$ cat src/design/base64_stream_encoder_core_assert.svh
// Assertion macros shared by the base64 stream encoder RTL.
// Each macro expands to one labeled concurrent assertion with an
// active-low reset disable.
`ifndef BASE64_STREAM_ENCODER_CORE_ASSERT_SVH
`define BASE64_STREAM_ENCODER_CORE_ASSERT_SVH

// Same-cycle implication: whenever ante holds, cons must hold too.
`define B64E_ASSERT_IMPLY(label, clk, rst_n, ante, cons) \
    label: assert property (@(posedge clk) disable iff (!(rst_n)) (ante) |-> (cons)) \
        else $error("b64e assertion failed: same-cycle implication");

// Next-cycle implication: whenever ante holds, cons must hold in the next cycle.
`define B64E_ASSERT_NEXT(label, clk, rst_n, ante, cons) \
    label: assert property (@(posedge clk) disable iff (!(rst_n)) (ante) |=> (cons)) \
        else $error("b64e assertion failed: next-cycle implication");

`endif

$ cat src/design/b64e_pkg.sv
`timescale 1ns / 1ps
// Package for the base64 stream encoder: job record, phase type, character
// constants and the 6-bit code to ASCII mapping. No dependencies.
package b64e_pkg;

    localparam int QUEUE_DEPTH_DEF = 2;
    localparam int NUM_SYM         = 4;

    localparam logic [6:0] PAD_CHAR     = 7'h3D;  // '='
    localparam logic [6:0] PLUS_CHAR    = 7'h2B;  // '+'
    localparam logic [6:0] SLASH_CHAR   = 7'h2F;  // '/'
    localparam logic [6:0] UPPER_A_CHAR = 7'h41;  // 'A'
    localparam logic [6:0] LOWER_A_CHAR = 7'h61;  // 'a'
    localparam logic [6:0] DIGIT_0_CHAR = 7'h30;  // '0'

    // Byte position within the current 3-byte group.
    typedef enum logic [2:0] {
        PH_FIRST  = 3'b001,
        PH_SECOND = 3'b010,
        PH_THIRD  = 3'b100
    } t_phase;

    // One classified input byte: up to four 6-bit symbols, which of them are
    // pad characters, the index of the final one and the end-of-message flag.
    typedef struct packed {
        logic [1:0]             n_last;
        logic [NUM_SYM-1:0][5:0] sym;
        logic [NUM_SYM-1:0]     pad;
        logic                   last;
    } t_job;

    function automatic logic [6:0] code_char(input logic [5:0] v);
        logic [6:0] w;
        w = {1'b0, v};
        if (v < 6'd26) begin
            return UPPER_A_CHAR + w;
        end else if (v < 6'd52) begin
            return LOWER_A_CHAR + w - 7'd26;
        end else if (v < 6'd62) begin
            return DIGIT_0_CHAR + w - 7'd52;
        end else if (v == 6'd62) begin
            return PLUS_CHAR;
        end else begin
            return SLASH_CHAR;
        end
    endfunction

endpackage

$ cat src/design/b64e_if.sv
`timescale 1ns / 1ps
// Valid/ready channel interfaces of the base64 stream encoder:
// the byte input channel and the character output channel. No dependencies.
interface b64e_in_if;
    logic       valid;
    logic       ready;
    logic [7:0] data_byte;
    logic       is_last;

    modport source (output valid, output data_byte, output is_last, input ready);
    modport sink   (input valid, input data_byte, input is_last, output ready);
endinterface

interface b64e_out_if;
    logic       valid;
    logic       ready;
    logic [6:0] out_char;
    logic       run_last;
    logic       message_end;

    modport source (output valid, output out_char, output run_last, output message_end,
                    input ready);
    modport sink   (input valid, input out_char, input run_last, input message_end,
                    output ready);
endinterface

$ cat src/design/b64e_front.sv
`timescale 1ns / 1ps
// Front end of the base64 stream encoder: accepts bytes, tracks the group
// phase and leftover bits, and turns each byte into a job. Uses b64e_pkg.
module b64e_front (
    input  logic           i_clk,
    input  logic           i_rst_n,
    b64e_in_if.sink        i_in,
    input  logic           i_q_full,
    output logic           o_push,
    output b64e_pkg::t_job o_job,
    output b64e_pkg::t_phase o_phase
);
    import b64e_pkg::*;

    t_phase     r_phase, n_phase;
    logic [3:0] r_left,  n_left;
    logic [7:0] w_byte;

    assign w_byte     = i_in.data_byte;
    assign i_in.ready = !i_q_full;
    assign o_push     = i_in.valid && !i_q_full;
    assign o_phase    = r_phase;

    always_comb begin
        o_job      = '0;
        o_job.last = i_in.is_last;
        n_phase    = r_phase;
        n_left     = r_left;
        unique case (r_phase)
            PH_SECOND: begin
                o_job.sym[0] = {r_left[1:0], w_byte[7:4]};
                if (i_in.is_last) begin
                    o_job.sym[1] = {w_byte[3:0], 2'b00};
                    o_job.pad[2] = 1'b1;
                    o_job.n_last = 2'd2;
                end
                n_phase = PH_THIRD;
                n_left  = w_byte[3:0];
            end
            PH_THIRD: begin
                o_job.sym[0] = {r_left, w_byte[7:6]};
                o_job.sym[1] = w_byte[5:0];
                o_job.n_last = 2'd1;
                n_phase      = PH_FIRST;
                n_left       = '0;
            end
            default: begin
                o_job.sym[0] = w_byte[7:2];
                if (i_in.is_last) begin
                    o_job.sym[1] = {w_byte[1:0], 4'b0000};
                    o_job.pad[2] = 1'b1;
                    o_job.pad[3] = 1'b1;
                    o_job.n_last = 2'd3;
                end
                n_phase = PH_SECOND;
                n_left  = {2'b00, w_byte[1:0]};
            end
        endcase
        // A final byte closes the message and starts a fresh group.
        if (i_in.is_last) begin
            n_phase = PH_FIRST;
            n_left  = '0;
        end
    end

    always_ff @(posedge i_clk) begin
        if (!i_rst_n) begin
            r_phase <= PH_FIRST;
            r_left  <= '0;
        end else if (o_push) begin
            r_phase <= n_phase;
            r_left  <= n_left;
        end
    end

endmodule

$ cat src/design/b64e_queue.sv
`timescale 1ns / 1ps
// Small job queue between the front and back ends of the base64 encoder.
// Circular buffer of t_job entries. Uses b64e_pkg.
module b64e_queue #(
    parameter int DEPTH = b64e_pkg::QUEUE_DEPTH_DEF
) (
    input  logic                       i_clk,
    input  logic                       i_rst_n,
    input  logic                       i_push,
    input  b64e_pkg::t_job             i_job,
    input  logic                       i_pop,
    output b64e_pkg::t_job             o_job,
    output logic                       o_full,
    output logic                       o_empty,
    output logic [$clog2(DEPTH+1)-1:0] o_count
);
    import b64e_pkg::*;

    localparam int PW = (DEPTH > 1) ? $clog2(DEPTH) : 1;
    localparam int CW = $clog2(DEPTH + 1);
    localparam logic [PW-1:0] LAST_PTR = PW'(DEPTH - 1);
    localparam logic [CW-1:0] FULL_CNT = CW'(DEPTH);

    t_job          r_slot [DEPTH];
    logic [PW-1:0] r_wr, r_rd;
    logic [CW-1:0] r_count;
    logic          w_wr, w_rd;

    assign o_full  = (r_count == FULL_CNT);
    assign o_empty = (r_count == '0);
    assign o_count = r_count;
    assign o_job   = r_slot[r_rd];
    assign w_wr    = i_push && !o_full;
    assign w_rd    = i_pop && !o_empty;

    always_ff @(posedge i_clk) begin
        if (w_wr) begin
            r_slot[r_wr] <= i_job;
        end
    end

    always_ff @(posedge i_clk) begin
        if (!i_rst_n) begin
            r_wr    <= '0;
            r_rd    <= '0;
            r_count <= '0;
        end else begin
            if (w_wr) begin
                r_wr <= (r_wr == LAST_PTR) ? '0 : r_wr + 1'b1;
            end
            if (w_rd) begin
                r_rd <= (r_rd == LAST_PTR) ? '0 : r_rd + 1'b1;
            end
            if (w_wr && !w_rd) begin
                r_count <= r_count + 1'b1;
            end else if (w_rd && !w_wr) begin
                r_count <= r_count - 1'b1;
            end
        end
    end

endmodule

$ cat src/design/b64e_back.sv
`timescale 1ns / 1ps
// Back end of the base64 encoder: takes jobs from the queue and sends their
// characters one per transfer through a registered output. Uses b64e_pkg.
module b64e_back (
    input  logic           i_clk,
    input  logic           i_rst_n,
    input  logic           i_empty,
    input  b64e_pkg::t_job i_job,
    output logic           o_pop,
    b64e_out_if.source     o_out
);
    import b64e_pkg::*;

    t_job       r_job;
    logic       r_have;
    logic [1:0] r_idx;
    logic       r_out_valid;
    logic [6:0] r_out_char;
    logic       r_out_run_last;
    logic       r_out_msg_end;
    logic       w_slot, w_fire, w_done;
    logic [6:0] w_char;

    assign w_slot = !r_out_valid || o_out.ready;
    assign w_fire = r_have && w_slot;
    assign w_done = w_fire && (r_idx == r_job.n_last);
    // The next job is taken in the same cycle the current one sends its
    // final character, so characters flow without a gap.
    assign o_pop  = !i_empty && (!r_have || w_done);
    assign w_char = r_job.pad[r_idx] ? PAD_CHAR : code_char(r_job.sym[r_idx]);

    assign o_out.valid       = r_out_valid;
    assign o_out.out_char    = r_out_char;
    assign o_out.run_last    = r_out_run_last;
    assign o_out.message_end = r_out_msg_end;

    always_ff @(posedge i_clk) begin
        if (!i_rst_n) begin
            r_have      <= 1'b0;
            r_idx       <= '0;
            r_out_valid <= 1'b0;
        end else begin
            if (o_pop) begin
                r_have <= 1'b1;
                r_idx  <= '0;
            end else if (w_done) begin
                r_have <= 1'b0;
            end else if (w_fire) begin
                r_idx <= r_idx + 1'b1;
            end
            if (w_fire) begin
                r_out_valid <= 1'b1;
            end else if (o_out.ready) begin
                r_out_valid <= 1'b0;
            end
        end
    end

    always_ff @(posedge i_clk) begin
        if (o_pop) begin
            r_job <= i_job;
        end
        if (w_fire) begin
            r_out_char     <= w_char;
            r_out_run_last <= w_done;
            r_out_msg_end  <= w_done && r_job.last;
        end
    end

endmodule

$ cat src/design/base64_stream_encoder_core.sv
`timescale 1ns / 1ps
// Top level of the base64 stream encoder: front end, job queue, back end.
// Uses b64e_pkg, b64e_if and base64_stream_encoder_core_assert.svh.
//
// Usage: bytes enter on i_in (data_byte, is_last); characters leave on o_out
// (out_char, run_last, message_end), both valid/ready channels where a
// transfer happens when valid and ready are high at a rising clock edge.
// Each byte yields one or two base64 characters; a byte with is_last set
// also flushes the partial group and appends '=' padding, so one byte gives
// one to four characters. run_last marks the last character of a byte and
// message_end the last character of a message.
// A byte's job is written to a queue slot and loaded into the back end's job
// register; each character then passes through the output register. The back
// end sends one character per cycle while the receiver is ready, so the block
// takes one byte per cycle while the queue has room; the one-character output
// channel limits a continuous stream to about three bytes per four characters.
// Reset clears the group phase, the queue and the output valid flag.
// When the receiver stalls, the output holds its character, the queue fills
// and i_in.ready drops once QUEUE_DEPTH jobs wait.
`include "base64_stream_encoder_core_assert.svh"
module base64_stream_encoder_core #(
    parameter int QUEUE_DEPTH = b64e_pkg::QUEUE_DEPTH_DEF
) (
    input  logic       i_clk,
    input  logic       i_rst_n,
    b64e_in_if.sink    i_in,
    b64e_out_if.source o_out
);
    import b64e_pkg::*;

    localparam int CW = $clog2(QUEUE_DEPTH + 1);
    localparam logic [CW-1:0] FULL_CNT = CW'(QUEUE_DEPTH);

    t_job          w_push_job, w_head_job;
    t_phase        w_phase;
    logic          w_push, w_pop, w_full, w_empty;
    logic [CW-1:0] w_count;
    logic          w_end_char, w_last_xfer;

    b64e_front u_front (
        .i_clk    (i_clk),
        .i_rst_n  (i_rst_n),
        .i_in     (i_in),
        .i_q_full (w_full),
        .o_push   (w_push),
        .o_job    (w_push_job),
        .o_phase  (w_phase)
    );

    b64e_queue #(
        .DEPTH (QUEUE_DEPTH)
    ) u_queue (
        .i_clk   (i_clk),
        .i_rst_n (i_rst_n),
        .i_push  (w_push),
        .i_job   (w_push_job),
        .i_pop   (w_pop),
        .o_job   (w_head_job),
        .o_full  (w_full),
        .o_empty (w_empty),
        .o_count (w_count)
    );

    b64e_back u_back (
        .i_clk   (i_clk),
        .i_rst_n (i_rst_n),
        .i_empty (w_empty),
        .i_job   (w_head_job),
        .o_pop   (w_pop),
        .o_out   (o_out)
    );

    assign w_end_char  = o_out.valid && o_out.message_end;
    assign w_last_xfer = i_in.valid && i_in.ready && i_in.is_last;

    // The last character of a message is always the last one of its byte.
    `B64E_ASSERT_IMPLY(a_end_is_run_last, i_clk, i_rst_n, w_end_char, o_out.run_last)
    // A full queue must hold off the input so no job is lost.
    `B64E_ASSERT_IMPLY(a_full_blocks_input, i_clk, i_rst_n, w_count == FULL_CNT, !i_in.ready)
    // A final byte returns the encoder to the start of a group.
    `B64E_ASSERT_NEXT(a_last_restarts_group, i_clk, i_rst_n, w_last_xfer, w_phase == PH_FIRST)

endmodule

$ cat src/flat_wrapper.sv
// flat-port wrapper written by rule: the top's interface ports become plain ports
module base64_stream_encoder_core_flat import b64e_pkg::*;
#(
    parameter int QUEUE_DEPTH = b64e_pkg::QUEUE_DEPTH_DEF
)
  (i_clk, i_rst_n, i_in_valid, i_in_data_byte, i_in_is_last, i_in_ready, o_out_valid, o_out_out_char, o_out_run_last, o_out_message_end, o_out_ready);
  b64e_in_if i_in_i ();
  b64e_out_if o_out_i ();
  input  logic i_clk;
  input  logic i_rst_n;
  input wire logic [$bits(i_in_i.valid)-1:0] i_in_valid;
  input wire logic [$bits(i_in_i.data_byte)-1:0] i_in_data_byte;
  input wire logic [$bits(i_in_i.is_last)-1:0] i_in_is_last;
  output wire logic [$bits(i_in_i.ready)-1:0] i_in_ready;
  output wire logic [$bits(o_out_i.valid)-1:0] o_out_valid;
  output wire logic [$bits(o_out_i.out_char)-1:0] o_out_out_char;
  output wire logic [$bits(o_out_i.run_last)-1:0] o_out_run_last;
  output wire logic [$bits(o_out_i.message_end)-1:0] o_out_message_end;
  input wire logic [$bits(o_out_i.ready)-1:0] o_out_ready;
  assign i_in_i.valid = i_in_valid;
  assign i_in_i.data_byte = i_in_data_byte;
  assign i_in_i.is_last = i_in_is_last;
  assign i_in_ready = i_in_i.ready;
  assign o_out_valid = o_out_i.valid;
  assign o_out_out_char = o_out_i.out_char;
  assign o_out_run_last = o_out_i.run_last;
  assign o_out_message_end = o_out_i.message_end;
  assign o_out_i.ready = o_out_ready;
  base64_stream_encoder_core #(.QUEUE_DEPTH(QUEUE_DEPTH)) u_core (.i_clk(i_clk), .i_rst_n(i_rst_n), .i_in(i_in_i), .o_out(o_out_i));
endmodule
$ cat config.mk
export PLATFORM = sky130hd
export DESIGN_NAME = base64_stream_encoder_core_flat
export DESIGN_NICKNAME = d
export VERILOG_FILES = /design/src/design/b64e_pkg.sv /design/src/design/b64e_if.sv /design/src/design/b64e_front.sv /design/src/design/b64e_queue.sv /design/src/design/b64e_back.sv /design/src/design/base64_stream_encoder_core.sv /design/src/flat_wrapper.sv
export VERILOG_INCLUDE_DIRS = /design/src /design/src/design
export SDC_FILE = /design/constraint.sdc
export NUM_CORES = 1
export LEC_CHECK = 0
export ABC_AREA = 1
export BUFFER_PORTS_ARGS = -buffer_cell sky130_fd_sc_hd__buf_2
export CAP_MARGIN = 10
export CORE_MARGIN = 2
export CORE_UTILIZATION = 45
export DETAILED_ROUTE_END_ITERATION = 6
export HOLD_SLACK_MARGIN = 0.06
export PLACE_DENSITY = 0.7
export SYNTH_ARGS = -nofsm -noshare
export SYNTH_HDL_FRONTEND = slang
export SYNTH_SLANG_ARGS = --single-unit
$ cat constraint.sdc
create_clock -name i_clk -period 2.1 [get_ports i_clk]
set_input_delay 0.21 -clock i_clk [delete_from_list [all_inputs] [get_ports i_clk]]
set_output_delay 0.21 -clock i_clk [all_outputs]
set_load 0.05 [all_outputs]
Yosys cells after proc, flatten, opt, wreduce, memory -nomap -nowiden
Memory sizes are Yosys's and may differ from the RTL's. A register that Yosys moved wholly into a read port is not among the register bits.
Index checks and enable logic that the tools add are counted.
Word-level totals
  bits in registers: 40
  latch bits: 0
  bits in writable memories: 34
  memory bits (read-only): 0
  input port bits: 13
  output and inout port bits: 11
  word-level logic and storage cells: 91
  memories: 1
Cells by class
  add/subtract/negate cells: 10
  $mul: 0
  div/mod/pow operators: 0
  magnitude comparators: 4
  equality and inequality tests: 5
  shift operators: 0
  muxes and demuxes: 31
  bitwise operators: 2
  reduce and logical (&&, ||, !) cells: 24
Memory list
  u_core.u_queue.r_slot: depth 2, bits a word 17, rd ports 1, clocked after Yosys merged registers in 1, write ports 1, RTL line b64e_queue.sv:24  | t_job r_slot [DEPTH];
Operators by type and width (count)
  $pmux W12 S2: 1
  $mux W7: 3
  $mux W6: 3
  $add A7 B6 Y7 const A: 2
  $bmux W6 S2: 1
  $lt A6 B6 Y1 const B: 2
  $mux W1: 11
  $logic_and A1 B1 Y1: 9
  $mux W2: 4
  $pmux W4 S2: 1
  $add A6 B6 Y7 const A: 1
  $sub A7 B5 Y7 const B: 1
  $sub A7 B6 Y7 const B: 1
  $eq A6 B6 Y1 const B: 1
  $logic_not A1 Y1: 6
  $lt A6 B5 Y1 const B: 1
  $mux W3: 2
  $pmux W3 S2: 1
  $reduce_bool A2 Y1: 3
  $add A2 B1 Y2 const B: 2
  $mux W4: 1
  $pmux W2 S2: 1
  $reduce_or A2 Y1: 2
  $eq A3 B2 Y1 const B: 1
  other kinds (12): 15

Longest topological paths before layout
  depth in word-level cells: 10
  gate-level depth with buffers: 15

Cells and area by module
From an unflattened synthesis, not the netlist that was laid out.
Unflattened totals
  cell total of the unflattened synthesis: 467
  area total of the unflattened synthesis: 5461.5 um^2
Modules (own cells, without submodules)
  b64e_queue: instances 1, cells each 134, area an instance 2497.4 um^2, sequential area each 1961.9 um^2
  b64e_back: instances 1, cells each 226, area an instance 2299.7 um^2, sequential area each 1281.2 um^2
  b64e_front: instances 1, cells each 107, area an instance 664.4 um^2, sequential area each 140.1 um^2

Worst setup path before layout
Ideal clock, no wire load.
  kind: register to register
  start point: register u_core.u_queue.r_count[0], in the netlist u_core.u_queue.o_count[0]
  end point: memory u_core.u_queue.r_slot[1][0] in the netlist's numbering, enable pin
  setup time: 0.392 ns
  data arrival time: 1.826 ns
  setup slack: -0.118 ns
  stages on the path, launching flop included: 6
  period minus slack after synthesis: 2.218 ns
  path through: dfxtp_1 inv_1 nand2_1 nand2_1 buf_2 nor2_1
Between the ends
  cells in the longest elaborated chain, start to end: 6
Ends and longest elaborated chain
  from (decl): RTL line b64e_queue.sv:26  | logic [CW-1:0] r_count;
  from (signal assigned): RTL line b64e_queue.sv:55  | r_count <= r_count + 1'b1;
  from (signal assigned): RTL line b64e_queue.sv:57  | r_count <= r_count - 1'b1;
  $eq A2 B2 Y1 *: RTL line b64e_queue.sv:29  | assign o_full = (r_count == FULL_CNT);
  $logic_not A1 Y1 *
  via i_in_ready: RTL line flat_wrapper.sv:14  | output wire logic [$bits(i_in_i.ready)-1:0] i_in_ready;
  $logic_and A1 B1 Y1: RTL line b64e_front.sv:21  | assign o_push = i_in.valid && !i_q_full;
  $logic_and A1 B1 Y1 *: RTL line b64e_queue.sv:33  | assign w_wr = i_push && !o_full;
  $mux W1 *: RTL line b64e_queue.sv:37  | if (w_wr) begin
  $mux W1 (not written as such) *: RTL line b64e_queue.sv:38  | r_slot[r_wr] <= i_job;
  to (decl): RTL line b64e_queue.sv:24
Mark *: on every way through the listed nets, which the timed path passes. The rest lies on a longest branch.

Worst setup path in the final report
  start point: register u_core.u_back.r_idx[0]
  end point: register u_core.u_back.r_out_char[2], in the netlist u_core.u_back.o_out.out_char[2], data pin
Between the ends
  cells in the longest elaborated chain, start to end: 7
Ends and longest elaborated chain
  from (decl): RTL line b64e_back.sv:16  | logic [1:0] r_idx;
  from (signal assigned): RTL line b64e_back.sv:49  | r_idx <= r_idx + 1'b1;
  $bmux W6 S2: RTL line b64e_back.sv:30  | assign w_char = r_job.pad[r_idx] ? PAD_CHAR : code_char(r_job.sym[r_idx]);
  $mux W6 (not written as such): RTL line b64e_back.sv:30
  $add A6 B6 Y7 / $eq A6 B6 Y1 (equally long branches): RTL line b64e_pkg.sv:40, b64e_pkg.sv:41
  $sub A7 B6 Y7 / $mux W3 (equally long branches): RTL line b64e_pkg.sv:40, b64e_pkg.sv:41
  $mux W7: RTL line b64e_pkg.sv:39  | end else if (v < 6'd62) begin
  $mux W7: RTL line b64e_pkg.sv:37  | end else if (v < 6'd52) begin
  $mux W7: RTL line b64e_pkg.sv:35  | if (v < 6'd26) begin
  to (signal assigned): RTL line b64e_back.sv:64  | r_out_char <= w_char;
  to (decl): RTL line b64e_back.sv:18  | logic [6:0] r_out_char;
Several ways; a longest one is shown, not always the timed one. The select of a mux whose other input is x is not followed.
A chain may end at the register's enable or synchronous reset.

==> out/results.tsv <==
stage	metric	value	unit
logic_synthesis	Top FF cell, synth	edfxtp_1	
hold_path	Hold Path Class	in2reg	
logic_synthesis	synth unique cells	36	
power	PD cells	1552	mW/mm²
routing	DR vias	2372	
worst_setup_path	crit start category	register	
finish	Post-layout nets	390	
logic_synthesis	Yosys top cell by area	edfxtp_1	
global_routing	total gr overflow	0	
finish	share of layout cells above drive strength 1	25.53	%
global_routing	largest net degree at the start of global routing	20	
clock_network	Worst-Skew Late Latency	0.35	ns
sta	actual slew at the worst max-slew pin	0.3575	ns
worst_setup_path	crit path DAT	2.02	ns
clock_network	CTS tree	built	
clock_network	post-cts resize count	0	
logic_synthesis	Adder-Cell Fraction of Synth Area	2.077	%
worst_setup_path	slowest stage delay, CP	0.36	ns
logic_synthesis	async set-reset flop share out of synthesis	0	%
logic_synthesis	sequential-to-total area share from yosys stat	58.15	%
finish	commonest non-fill, non-tap cell in the layout	nand2_1	
floorplanning	FP Rows	32	
logic_synthesis	Syn Inst Count	336	
clock_network	cts hold-fix bufs	0	
worst_setup_path	CP dominant cell by count	nand2_1	
clock_network	Clk pin slew, worst setup/hold paths	0.08	ns
floorplanning	die width	93.63	µm
routing	WL final	6269	µm
finish	ANT cells	0	
sta	Post-Route Skew	0.01290	ns
logic_synthesis	Mean Syn Cell Area	10.76	µm²
floorplanning	full die area	0.008766	mm²
floorplanning	# IOs	24	
sta	Tmin final	1.916	ns
sta	Slew Viols, Final	0	
routing	iteration-0 DRC count of the detailed router	119	
global_routing	vias in the first global route	2336	
logic_synthesis	top cell type's share of synthesized area	49.84	%
logic_synthesis	leading post-synthesis cells by cell area	edfxtp_1 50%, dfxtp_1 8.3%, nand2_1 6.9%, mux2_2 5.3%, inv_1 4.5%	
logic_synthesis	Cell Area, Synth	0.003615	mm²
clock_network	total CTS buffers	9	
logic_synthesis	Simple-Gate Fraction of Synth Area	19.49	%
clock_network	setup bufs post-CTS	0	
sta	RSZ-0062 raised after global routing	no	
floorplanning	CORE AREA	0.007767	mm²
clock_network	TritonCTS Sinks	75	
place	GPL Wtd Cong	0.9470	
place	port bufs	23	
logic_synthesis	register bit total from synthesis	75	
worst_setup_path	Crit-path slowest cell	dfxtp_1	
worst_setup_path	crit-path max FO	16	
logic_synthesis	complex-gate fraction of the synthesized area	6.681	%
logic_synthesis	mux share of post-synthesis cell area	5.296	%
global_routing	first-pass GRT wire length	10560	µm
global_routing	initial antenna violation count	0	
routing	DRC violations left	0	
status	outcome	completed	
sta	final hold viol count	0	
logic_synthesis	XOR/XNOR Fraction of Synth Area	1.454	%
worst_setup_path	sequence of cells on the critical path	buf_12 -> inv_4 -> nand2_1 -> nand3_4 -> ha_1 -> inv_1 -> nand4_4 -> nor2_1 -> nand2_1 -> nand2_1 -> nand2_1	
logic_synthesis	Post-synth EDFFs	60	
sta	Final Cycle Share	91.22	%
floorplanning	Die Ht	93.63	µm
routing	DRT Pass-1 Iters	5	
flow_run	max-cap violation count	0	
clock_network	Root Buffer	clkbuf_8	
logic_synthesis	Syn Nets	355	
worst_setup_path	crit path kind	reg2reg	
global_routing	aggregate global-route resource usage	15.65	%
power	peak ir drop on the vdd network	549.6	µV
sta	maximum clock rate	522.0	MHz
routing	Routed Antenna Nets	0	
clock_network	CTS max path bufs	2	
routing	Via density	4.962	
sta	final setup vio count	0	
logic_synthesis	Yosys Warn Count	0	
place	dpl hpwl	4617	µm
finish	commonest non-fill, non-tap cells in the layout	66 x nand2_1, 60 x edfxtp_1, 43 x inv_1, 28 x nor2_1, 23 x buf_2	
routing	drt wl/cell	13.12	µm
worst_setup_path	critical path required time	2.20	ns
power	Leak	1.703	nW
clock_network	H-tree levels	3	
floorplanning	Initial Util	46.54	%
sta	final setup TNS	0	ns
worst_setup_path	Crit. End Element	register	
logic_synthesis	largest family of logic cells by synthesized area	simple AND/OR/NAND/NOR gates	
finish	Layout area overhead	13.60	%
sta	final hold slack	0.1298	ns
sta	normalized max-slew margin	76.13	%
-- flip-flops by register name, indices dropped and copies added (netlist names), 2 cells and up --
signal and flops:
u_core.u_queue.o_count 2, u_core.u_back.r_job 17, u_core.u_front.r_left 4, u_core.u_front.o_phase 3
u_core.u_back.o_out.out_char 7, u_core.u_back.r_idx 2, u_core.u_queue.r_slot 34
-- cells in the mapped netlist, drive strengths merged (3+ instances only) --
cell type / count
nand3: 20
ha: 6
dfxtp: 15
xnor2: 4
nor2: 34
inv: 49
mux2: 17
edfxtp: 60
buf: 6
o21ai: 11
o211ai: 3
a21oi: 13
o221ai: 6
nand4: 3
nand2: 78
-- final timing paths --
check | from | endpoint | slack, ns | cells past startpoint
max | u_core.u_back.r_idx[0]$_SDFFE_PP0P_ | u_core.u_back.o_out.out_char[2]$_SDFFCE_PP1P_ | 0.18 | 11
min | i_in_data_byte[0] | u_core.u_front.r_left[0]$_SDFFE_PN0P_ | 0.13 | 3
max reg2reg | u_core.u_back.r_idx[0]$_SDFFE_PP0P_ | u_core.u_back.o_out.out_char[2]$_SDFFCE_PP1P_ | 0.18 | 11
min reg2reg | u_core.u_front.r_left[0]$_SDFFE_PN0P_ | u_core.u_front.r_left[0]$_SDFFE_PN0P_ | 0.46 | 2
-- critical path: cells and delay by family, from the launching register on --
kind / cells / cell delay [ns]
simple gates: 7 / 0.73
flops: 1 / 0.36
buf+inv: 3 / 0.35
fa+ha+maj: 1 / 0.23
-- logic make-up (layout without fill, tap and decap cells) --
group	Yosys count	count (layout)
multiplexers	17	17
flip-flops	75	75
AO/OA/AOI/OAI	37	37
AND/OR/NAND/NOR	139	139
adder cells (fa/ha/maj)	6	6
buffers and inverters	56	96
XOR/XNOR	6	6
-- per-stage QoR --
stage | utilization [%] | total power [mW] | cell area, µm² | cells | setup WS (ns)
after global routing | 52.87 | 6.836 | 4106 | 478 | 0.007941
after floorplan | - | 4.563 | 3620 | 336 | 0.06303
after detailed placement | 49.87 | 5.137 | 3874 | 462 | 0.1950
after global placement | 49.87 | 5.086 | 3874 | 462 | 0.2444
final | 52.87 | 6.372 | 4106 | 478 | 0.1843
after CTS | 52.87 | 6.427 | 4106 | 478 | 0.1744
-- metal layers --
metal  global-route usage (%)  up-vias  wire [µm]
li1                         -     1208          -
met1                    18.75     1092       2773
met2                    26.98       61       3123
met3                    2.659       11        243
met4                    8.213        0        129
met5                        0        -          0
-- report_power, final --
group	internal (mW)	leakage, nW	switching (mW)
logic	0.918	0.895	1.88
clock network	0.714	0.117	0.547
registers	2.18	0.690	0.133
-- final cells by class --
class,instances,area (µm²)
fillers,717,3661
flip-flops and latches,75,2102
multi-input cells,205,1270
repair buffers,31,187.7
inverters,49,186.4
clock buffers,10,137.6
well taps,102,127.6
clock inverters,6,95.09
(Power assumes the default switching activity.)
